### src/tmbt_pkg.sv
// Shared types, constants and table functions of the MLP trainer.
`timescale 1ns / 1ps
package tmbt_pkg;

  localparam logic [15:0] LR_RESET = 16'd13107;
  localparam int TRAIN_LEN = 37;
  localparam logic signed [33:0] P_MAX = 34'sd8388607;
  localparam logic signed [33:0] P_MIN = -34'sd8388608;

  // Datapath micro-operations
  typedef enum logic [5:0] {
    OP_NOP, OP_LOAD, OP_OUT,
    W_Z0, W_Z1, W_Z2, M_IDX, W_ROM, W_H0, W_H1, W_Y,
    M_H0W4, W_ACC, M_H1W5, M_DSY, W_DS, M_ED, W_D,
    M_DH0, W_GW4, M_DH1, W_GW5, M_EE, W_ESUM,
    M_DW4, M_DW5, W_NERR, M_DSH0, M_DSH1, M_NERRDS, W_HD0, W_HD1,
    M_LR, OP_DIV_PAR, OP_UPD, OP_DIV_MSE, OP_MSE
  } op_t;

  typedef struct packed {
    op_t        op;
    logic       cap;
    logic [3:0] k;
    logic       batch;
  } cmd_t;

  typedef struct packed {
    logic is_train;
    logic cnt_full;
    logic div_busy;
  } stat_t;

  // Micro-program of one training sample
  function automatic op_t train_op(input logic [5:0] pc);
    op_t op;
    case (pc)
      6'd0:  op = W_Z0;
      6'd1:  op = M_IDX;
      6'd2:  op = W_ROM;
      6'd3:  op = W_H0;
      6'd4:  op = W_Z1;
      6'd5:  op = M_IDX;
      6'd6:  op = W_ROM;
      6'd7:  op = W_H1;
      6'd8:  op = M_H0W4;
      6'd9:  op = W_ACC;
      6'd10: op = M_H1W5;
      6'd11: op = W_Z2;
      6'd12: op = M_IDX;
      6'd13: op = W_ROM;
      6'd14: op = W_Y;
      6'd15: op = M_DSY;
      6'd16: op = W_DS;
      6'd17: op = M_ED;
      6'd18: op = W_D;
      6'd19: op = M_DH0;
      6'd20: op = W_GW4;
      6'd21: op = M_DH1;
      6'd22: op = W_GW5;
      6'd23: op = M_EE;
      6'd24: op = W_ESUM;
      6'd25: op = M_DW4;
      6'd26: op = W_NERR;
      6'd27: op = M_DSH0;
      6'd28: op = W_DS;
      6'd29: op = M_NERRDS;
      6'd30: op = W_HD0;
      6'd31: op = M_DW5;
      6'd32: op = W_NERR;
      6'd33: op = M_DSH1;
      6'd34: op = W_DS;
      6'd35: op = M_NERRDS;
      6'd36: op = W_HD1;
      default: op = OP_NOP;
    endcase
    return op;
  endfunction

  // Unsigned shift-and-subtract quotient, evaluated at elaboration only
  function automatic longint unsigned udiv64(input longint unsigned num,
                                             input longint unsigned den);
    longint unsigned q, r;
    q = '0;
    r = '0;
    for (int bit_i = 63; bit_i >= 0; bit_i--) begin
      r = {r[62:0], num[bit_i]};
      q = q << 1;
      if (r >= den) begin
        r = r - den;
        q = q | 64'd1;
      end
    end
    return q;
  endfunction

  // Sigmoid table entry k of n, evaluated at elaboration
  function automatic logic [15:0] sig_entry(input int unsigned k, input int unsigned n);
    longint off;
    longint unsigned mag, u, term, p, den, s;
    off = 2 * longint'(k) - longint'(n);
    mag = (off < 0) ? longint'(-off) : longint'(off);
    u = udiv64(mag << 30, 64'(n));
    term = 64'd1 << 30;
    p = 64'd1 << 30;
    for (int i = 1; i <= 14; i++) begin
      term = udiv64((term * u) >> 30, 64'(i));
      if ((i & 1) == 1) p = p - term;
      else p = p + term;
    end
    for (int i = 0; i < 3; i++) p = (p * p) >> 30;
    den = (64'd1 << 30) + p;
    if (off >= 0) s = udiv64((64'd1 << 46) + (den >> 1), den);
    else s = udiv64((p << 16) + (den >> 1), den);
    return (s > 64'd65535) ? 16'hFFFF : s[15:0];
  endfunction

endpackage

### src/tmbt_ctrl.sv
// Controller: sequences micro-operations and runs both handshakes.
`timescale 1ns / 1ps
module tmbt_ctrl import tmbt_pkg::*; (
  input  logic  clk,
  input  logic  rst_n,
  input  logic  in_valid,
  output logic  in_ready,
  output logic  out_valid,
  input  logic  out_ready,
  input  stat_t stat,
  output cmd_t  cmd
);
  localparam logic [3:0] S_IDLE   = 4'd0;
  localparam logic [3:0] S_DISP   = 4'd1;
  localparam logic [3:0] S_TRAIN  = 4'd2;
  localparam logic [3:0] S_CHECK  = 4'd3;
  localparam logic [3:0] S_UMUL   = 4'd4;
  localparam logic [3:0] S_UDIV   = 4'd5;
  localparam logic [3:0] S_UWAIT  = 4'd6;
  localparam logic [3:0] S_UWR    = 4'd7;
  localparam logic [3:0] S_MSTART = 4'd8;
  localparam logic [3:0] S_MWAIT  = 4'd9;
  localparam logic [3:0] S_MWR    = 4'd10;
  localparam logic [3:0] S_OUT    = 4'd11;

  logic [3:0] state_r, state_nxt;
  logic [5:0] pc_r, pc_nxt;
  logic [3:0] k_r, k_nxt;
  logic       batch_r, batch_nxt;
  logic       ov_r, ov_nxt;

  assign in_ready  = (state_r == S_IDLE);
  assign out_valid = ov_r;

  always_comb begin
    state_nxt = state_r;
    pc_nxt    = pc_r;
    k_nxt     = k_r;
    batch_nxt = batch_r;
    ov_nxt    = ov_r && !out_ready;
    cmd.op    = OP_NOP;
    cmd.cap   = 1'b0;
    cmd.k     = k_r;
    cmd.batch = batch_r;
    case (state_r)
      S_IDLE: begin
        if (in_valid) begin
          cmd.cap   = 1'b1;
          state_nxt = S_DISP;
        end
      end
      S_DISP: begin
        batch_nxt = 1'b0;
        pc_nxt    = '0;
        if (stat.is_train) state_nxt = S_TRAIN;
        else begin
          cmd.op    = OP_LOAD;
          state_nxt = S_OUT;
        end
      end
      S_TRAIN: begin
        cmd.op = train_op(pc_r);
        pc_nxt = pc_r + 1'b1;
        if (pc_r == 6'(TRAIN_LEN - 1)) state_nxt = S_CHECK;
      end
      S_CHECK: begin
        k_nxt = '0;
        if (stat.cnt_full) begin
          batch_nxt = 1'b1;
          state_nxt = S_UMUL;
        end else state_nxt = S_OUT;
      end
      S_UMUL: begin
        cmd.op    = M_LR;
        state_nxt = S_UDIV;
      end
      S_UDIV: begin
        cmd.op    = OP_DIV_PAR;
        state_nxt = S_UWAIT;
      end
      S_UWAIT: if (!stat.div_busy) state_nxt = S_UWR;
      S_UWR: begin
        cmd.op = OP_UPD;
        if (k_r == 4'd8) state_nxt = S_MSTART;
        else begin
          k_nxt     = k_r + 1'b1;
          state_nxt = S_UMUL;
        end
      end
      S_MSTART: begin
        cmd.op    = OP_DIV_MSE;
        state_nxt = S_MWAIT;
      end
      S_MWAIT: if (!stat.div_busy) state_nxt = S_MWR;
      S_MWR: begin
        cmd.op    = OP_MSE;
        state_nxt = S_OUT;
      end
      S_OUT: begin
        // load the result register once the previous result is gone
        if (!ov_r || out_ready) begin
          cmd.op    = OP_OUT;
          ov_nxt    = 1'b1;
          state_nxt = S_IDLE;
        end
      end
      default: state_nxt = S_IDLE;
    endcase
  end

  always_ff @(posedge clk) begin
    if (!rst_n) begin
      state_r <= S_IDLE;
      pc_r    <= '0;
      k_r     <= '0;
      batch_r <= 1'b0;
      ov_r    <= 1'b0;
    end else begin
      state_r <= state_nxt;
      pc_r    <= pc_nxt;
      k_r     <= k_nxt;
      batch_r <= batch_nxt;
      ov_r    <= ov_nxt;
    end
  end
endmodule

### config.mk
export PLATFORM = sky130hd
export DESIGN_NAME = tmbt_ctrl
export DESIGN_NICKNAME = d
export VERILOG_FILES = /design/src/tmbt_pkg.sv /design/src/tmbt_ctrl.sv
export SDC_FILE = /design/constraint.sdc
export NUM_CORES = 1
export LEC_CHECK = 0
export BUFFER_PORTS_ARGS = -buffer_cell sky130_fd_sc_hd__buf_2
export CORE_UTILIZATION = 50
export CTS_CLUSTER_DIAMETER = 200
export DETAILED_ROUTE_END_ITERATION = 7
export HOLD_SLACK_MARGIN = 0.05
export PLACE_DENSITY_LB_ADDON = 0.1
export SYNTH_ARGS = -nofsm -noshare
export SYNTH_HDL_FRONTEND = slang
export SYNTH_SLANG_ARGS = --single-unit
### constraint.sdc
create_clock -name clk -period 5.3 [get_ports clk]
set_clock_uncertainty 0.15 [all_clocks]
set_input_delay 0.265 -clock clk [delete_from_list [all_inputs] [get_ports clk]]
set_output_delay 0.265 -clock clk [all_outputs]
set_load 0.05 [all_outputs]
==> impl_metrics.toml <==
[placement]
dp_worst_setup_slack_ns = 2.25
place_inst = 265
dp_hpwl_mm = 3.01
gp_congestion = 0.942
io_buffers = 20

[sta]
setup-tns-final_ns = 0
finalHoldViolCount = 0
tightest_slew_ns = 0.777
fin_crit_sh = 0.586
min_period_ns = 3.10
maxSlewViolCount = 0
setup_viol = 0
max_freq_ghz = 0.322
fin_ws_ns = 2.20
slew_headroom = 0.481
rsz0062_at_grt = "false"

[power_and_ir_drop]
power_leakage_nw = 0.788
powerDensity_mw_per_mm2 = 380
p_total_w = 0.000701
max-vdd-ir-drop_mv = 0.341

[cts]
clk_path_buf_depth = 2
root_buffer = "clkbuf_4"
clock_sinks = 21
cts_buffers = 3
htreeDepth = 1
cts_setup_buffers = 0
cts.clk_slew.worst_paths_ns = 0.13
ctsResizeCount = 0
cts_tree = "yes"
hold_buffers = 0
clk_latency_ns = 0.32

[setup_path]
rrSetupSlack_ns = 2.20
crit_type = "flop to flop"
critPathArrivalTime_ns = 3.18
critPathRequiredTime_ns = 5.37
start_kind = "flop"
regToRegStartpoint = "state_r[1]$_SDFFE_PN0P_"
ff2ff_path_depth = 7
path_max_fanout = 24
cp-end-kind = "flop"

[yosys]
async_flop_share = 0
netlist_instances = 216
ys.flop_type = "dfxtp_1"
synth_cell_types = 53
ys_seq_area_frac = 0.244
synth_area_sq_mm = 0.00172
syn-num-nets = 234
synth_edf_count = 0
ys_warn_count = 0
postSynthAreaPerCell_sq_um = 7.97
ys_seq_elements = 21

[hold_path]
worstHoldStart = "stat[1]"
hold_class = "primary input to flop"
whs_path_depth = 3
min_to = "batch_r$_SDFFE_PN0P_"

[global_route]
track_usage = 0.239
antenna_found_initial = 0
grt_max_degree = 28
grt.overflow.total = 0
grt_pass1_vias = 1402
grt_pass1_wl_mm = 6.55

[detailed_routing]
vias_per_cell = 6.23
routed_wl_mm = 4.17
num_vias = 1676
drtAntennaViolNets = 0
post_drt_wl_per_cell_um = 15.5
drt_iter0_drc = 80
dr.pass1.iters = 4
drc = 0

[die]
core_sq_mm = 0.00315
ios = 21
die_y_um = 60.7
start_util = 0.546
die_w_um = 60.7
rows = 20
dieArea_sq_mm = 0.00368

[cells_and_area]
layout-drive-gt1-share = 0.169
n_antenna_cell = 0
nNetsFinal = 244
fill_cells = 313
layout-area-overhead-vs-synth_pct = 7.05
layout.cells.non_filler = 269

[run_status]
status = "complete, no violations"

[run]
max_cap_violations = 0
[cell families after synthesis]
kind of cell / synth area share
adder cells (fa/ha/maj): 0.0799
multiplexers: 0.0923
buffers and inverters: 0.0705
AND/OR/NAND/NOR: 0.259
AO/OA/AOI/OAI: 0.244
flip-flops: 0.244
XOR/XNOR: 0.0102
[critical path: stages, from the launching register on]
cell,delay (ns)
dfxtp_1,0.80
or4b_4,0.55
o211ai_1,0.27
a21o_1,0.40
inv_1,0.25
nor2_1,0.20
a31oi_1,0.12
a31o_2,0.26
[layout make-up]
class                   instances  area, sq um  share of cell area
multi-input cells             165         1180               0.640
flip-flops and latches         21          420               0.228
repair buffers                 21          108              0.0584
well taps                      44         55.1              0.0299
inverters                      14         52.6              0.0285
clock buffers                   3         22.5              0.0122
clock inverters                 1         5.00             0.00272
[layout by cell type, fill, tap and decap left out, types with 4 or more instances in the layout]
cell type | Yosys | layout
and2_1 | 7 | 7
mux2_2 | 5 | 5
dfxtp_1 | 21 | 21
a31oi_1 | 6 | 6
nand2_1 | 16 | 16
a21oi_1 | 9 | 9
nand3_1 | 6 | 6
nor2_1 | 14 | 14
buf_2 | 1 | 20
or3_1 | 4 | 4
nor2b_1 | 8 | 8
o211ai_1 | 6 | 6
nor3_1 | 4 | 4
inv_1 | 14 | 14
ha_1 | 11 | 11
o21ai_0 | 12 | 12
mux2i_1 | 8 | 8
[Yosys cell counts, types with 4 or more instances]
cell type / n / area share
a21oi_1: 9 / 0.026
nand2_1: 16 / 0.035
mux2_2: 5 / 0.033
inv_1: 14 / 0.031
or3_1: 4 / 0.015
a31oi_1: 6 / 0.022
clkbuf_1: 13 / 0.028
and2_1: 7 / 0.025
ha_1: 11 / 0.080
nor2_1: 14 / 0.031
nor2b_1: 8 / 0.029
nand3_1: 6 / 0.017
nor3_1: 4 / 0.012
mux2i_1: 8 / 0.047
o211ai_1: 6 / 0.026
dfxtp_1: 21 / 0.24
o21ai_0: 12 / 0.035
[metrics by stage]
stage / util / cell area (sq um) / hold WS (ns)
2_1_floorplan: - / 1720 / 0.271
3_3_place_gp: 0.576 / 1820 / 0.316
3_5_place_dp: 0.576 / 1820 / 0.320
4_1_cts: 0.585 / 1840 / 0.139
5_1_grt: 0.585 / 1840 / 0.164
6_report: 0.585 / 1840 / 0.142
[worst max path at each step]
stage | from | slack (ns) | to | depth (start not counted)
global route | state_r[1]$_SDFFE_PN0P_ | 1.98 | flop | 7
CTS | state_r[1]$_SDFFE_PN0P_ | 2.21 | flop | 7
finish | state_r[1]$_SDFFE_PN0P_ | 2.20 | flop | 7
global placement | state_r[1]$_SDFFE_PN0P_ | 2.24 | flop | 7
detailed placement | state_r[1]$_SDFFE_PN0P_ | 2.25 | flop | 7
floorplan | state_r[3]$_SDFFE_PN0P_ | 2.00 | cmd[5] | 4
[power by group]
group | leakage [nW] | internal (W) | switching, W
clock network | 0.0177 | 0.0000283 | 0.0000559
logic | 0.600 | 0.000136 | 0.000230
registers | 0.170 | 0.000179 | 0.0000708
[per-layer routing]
layer  wire length, um  GRT usage  share of wire
met4                73     0.0909          0.018
met1              1980      0.348           0.48
met3               243     0.0362          0.058
met2              1870      0.356           0.45
met5                 0          0              0
Note: power is estimated with default switching activity, not from simulation.
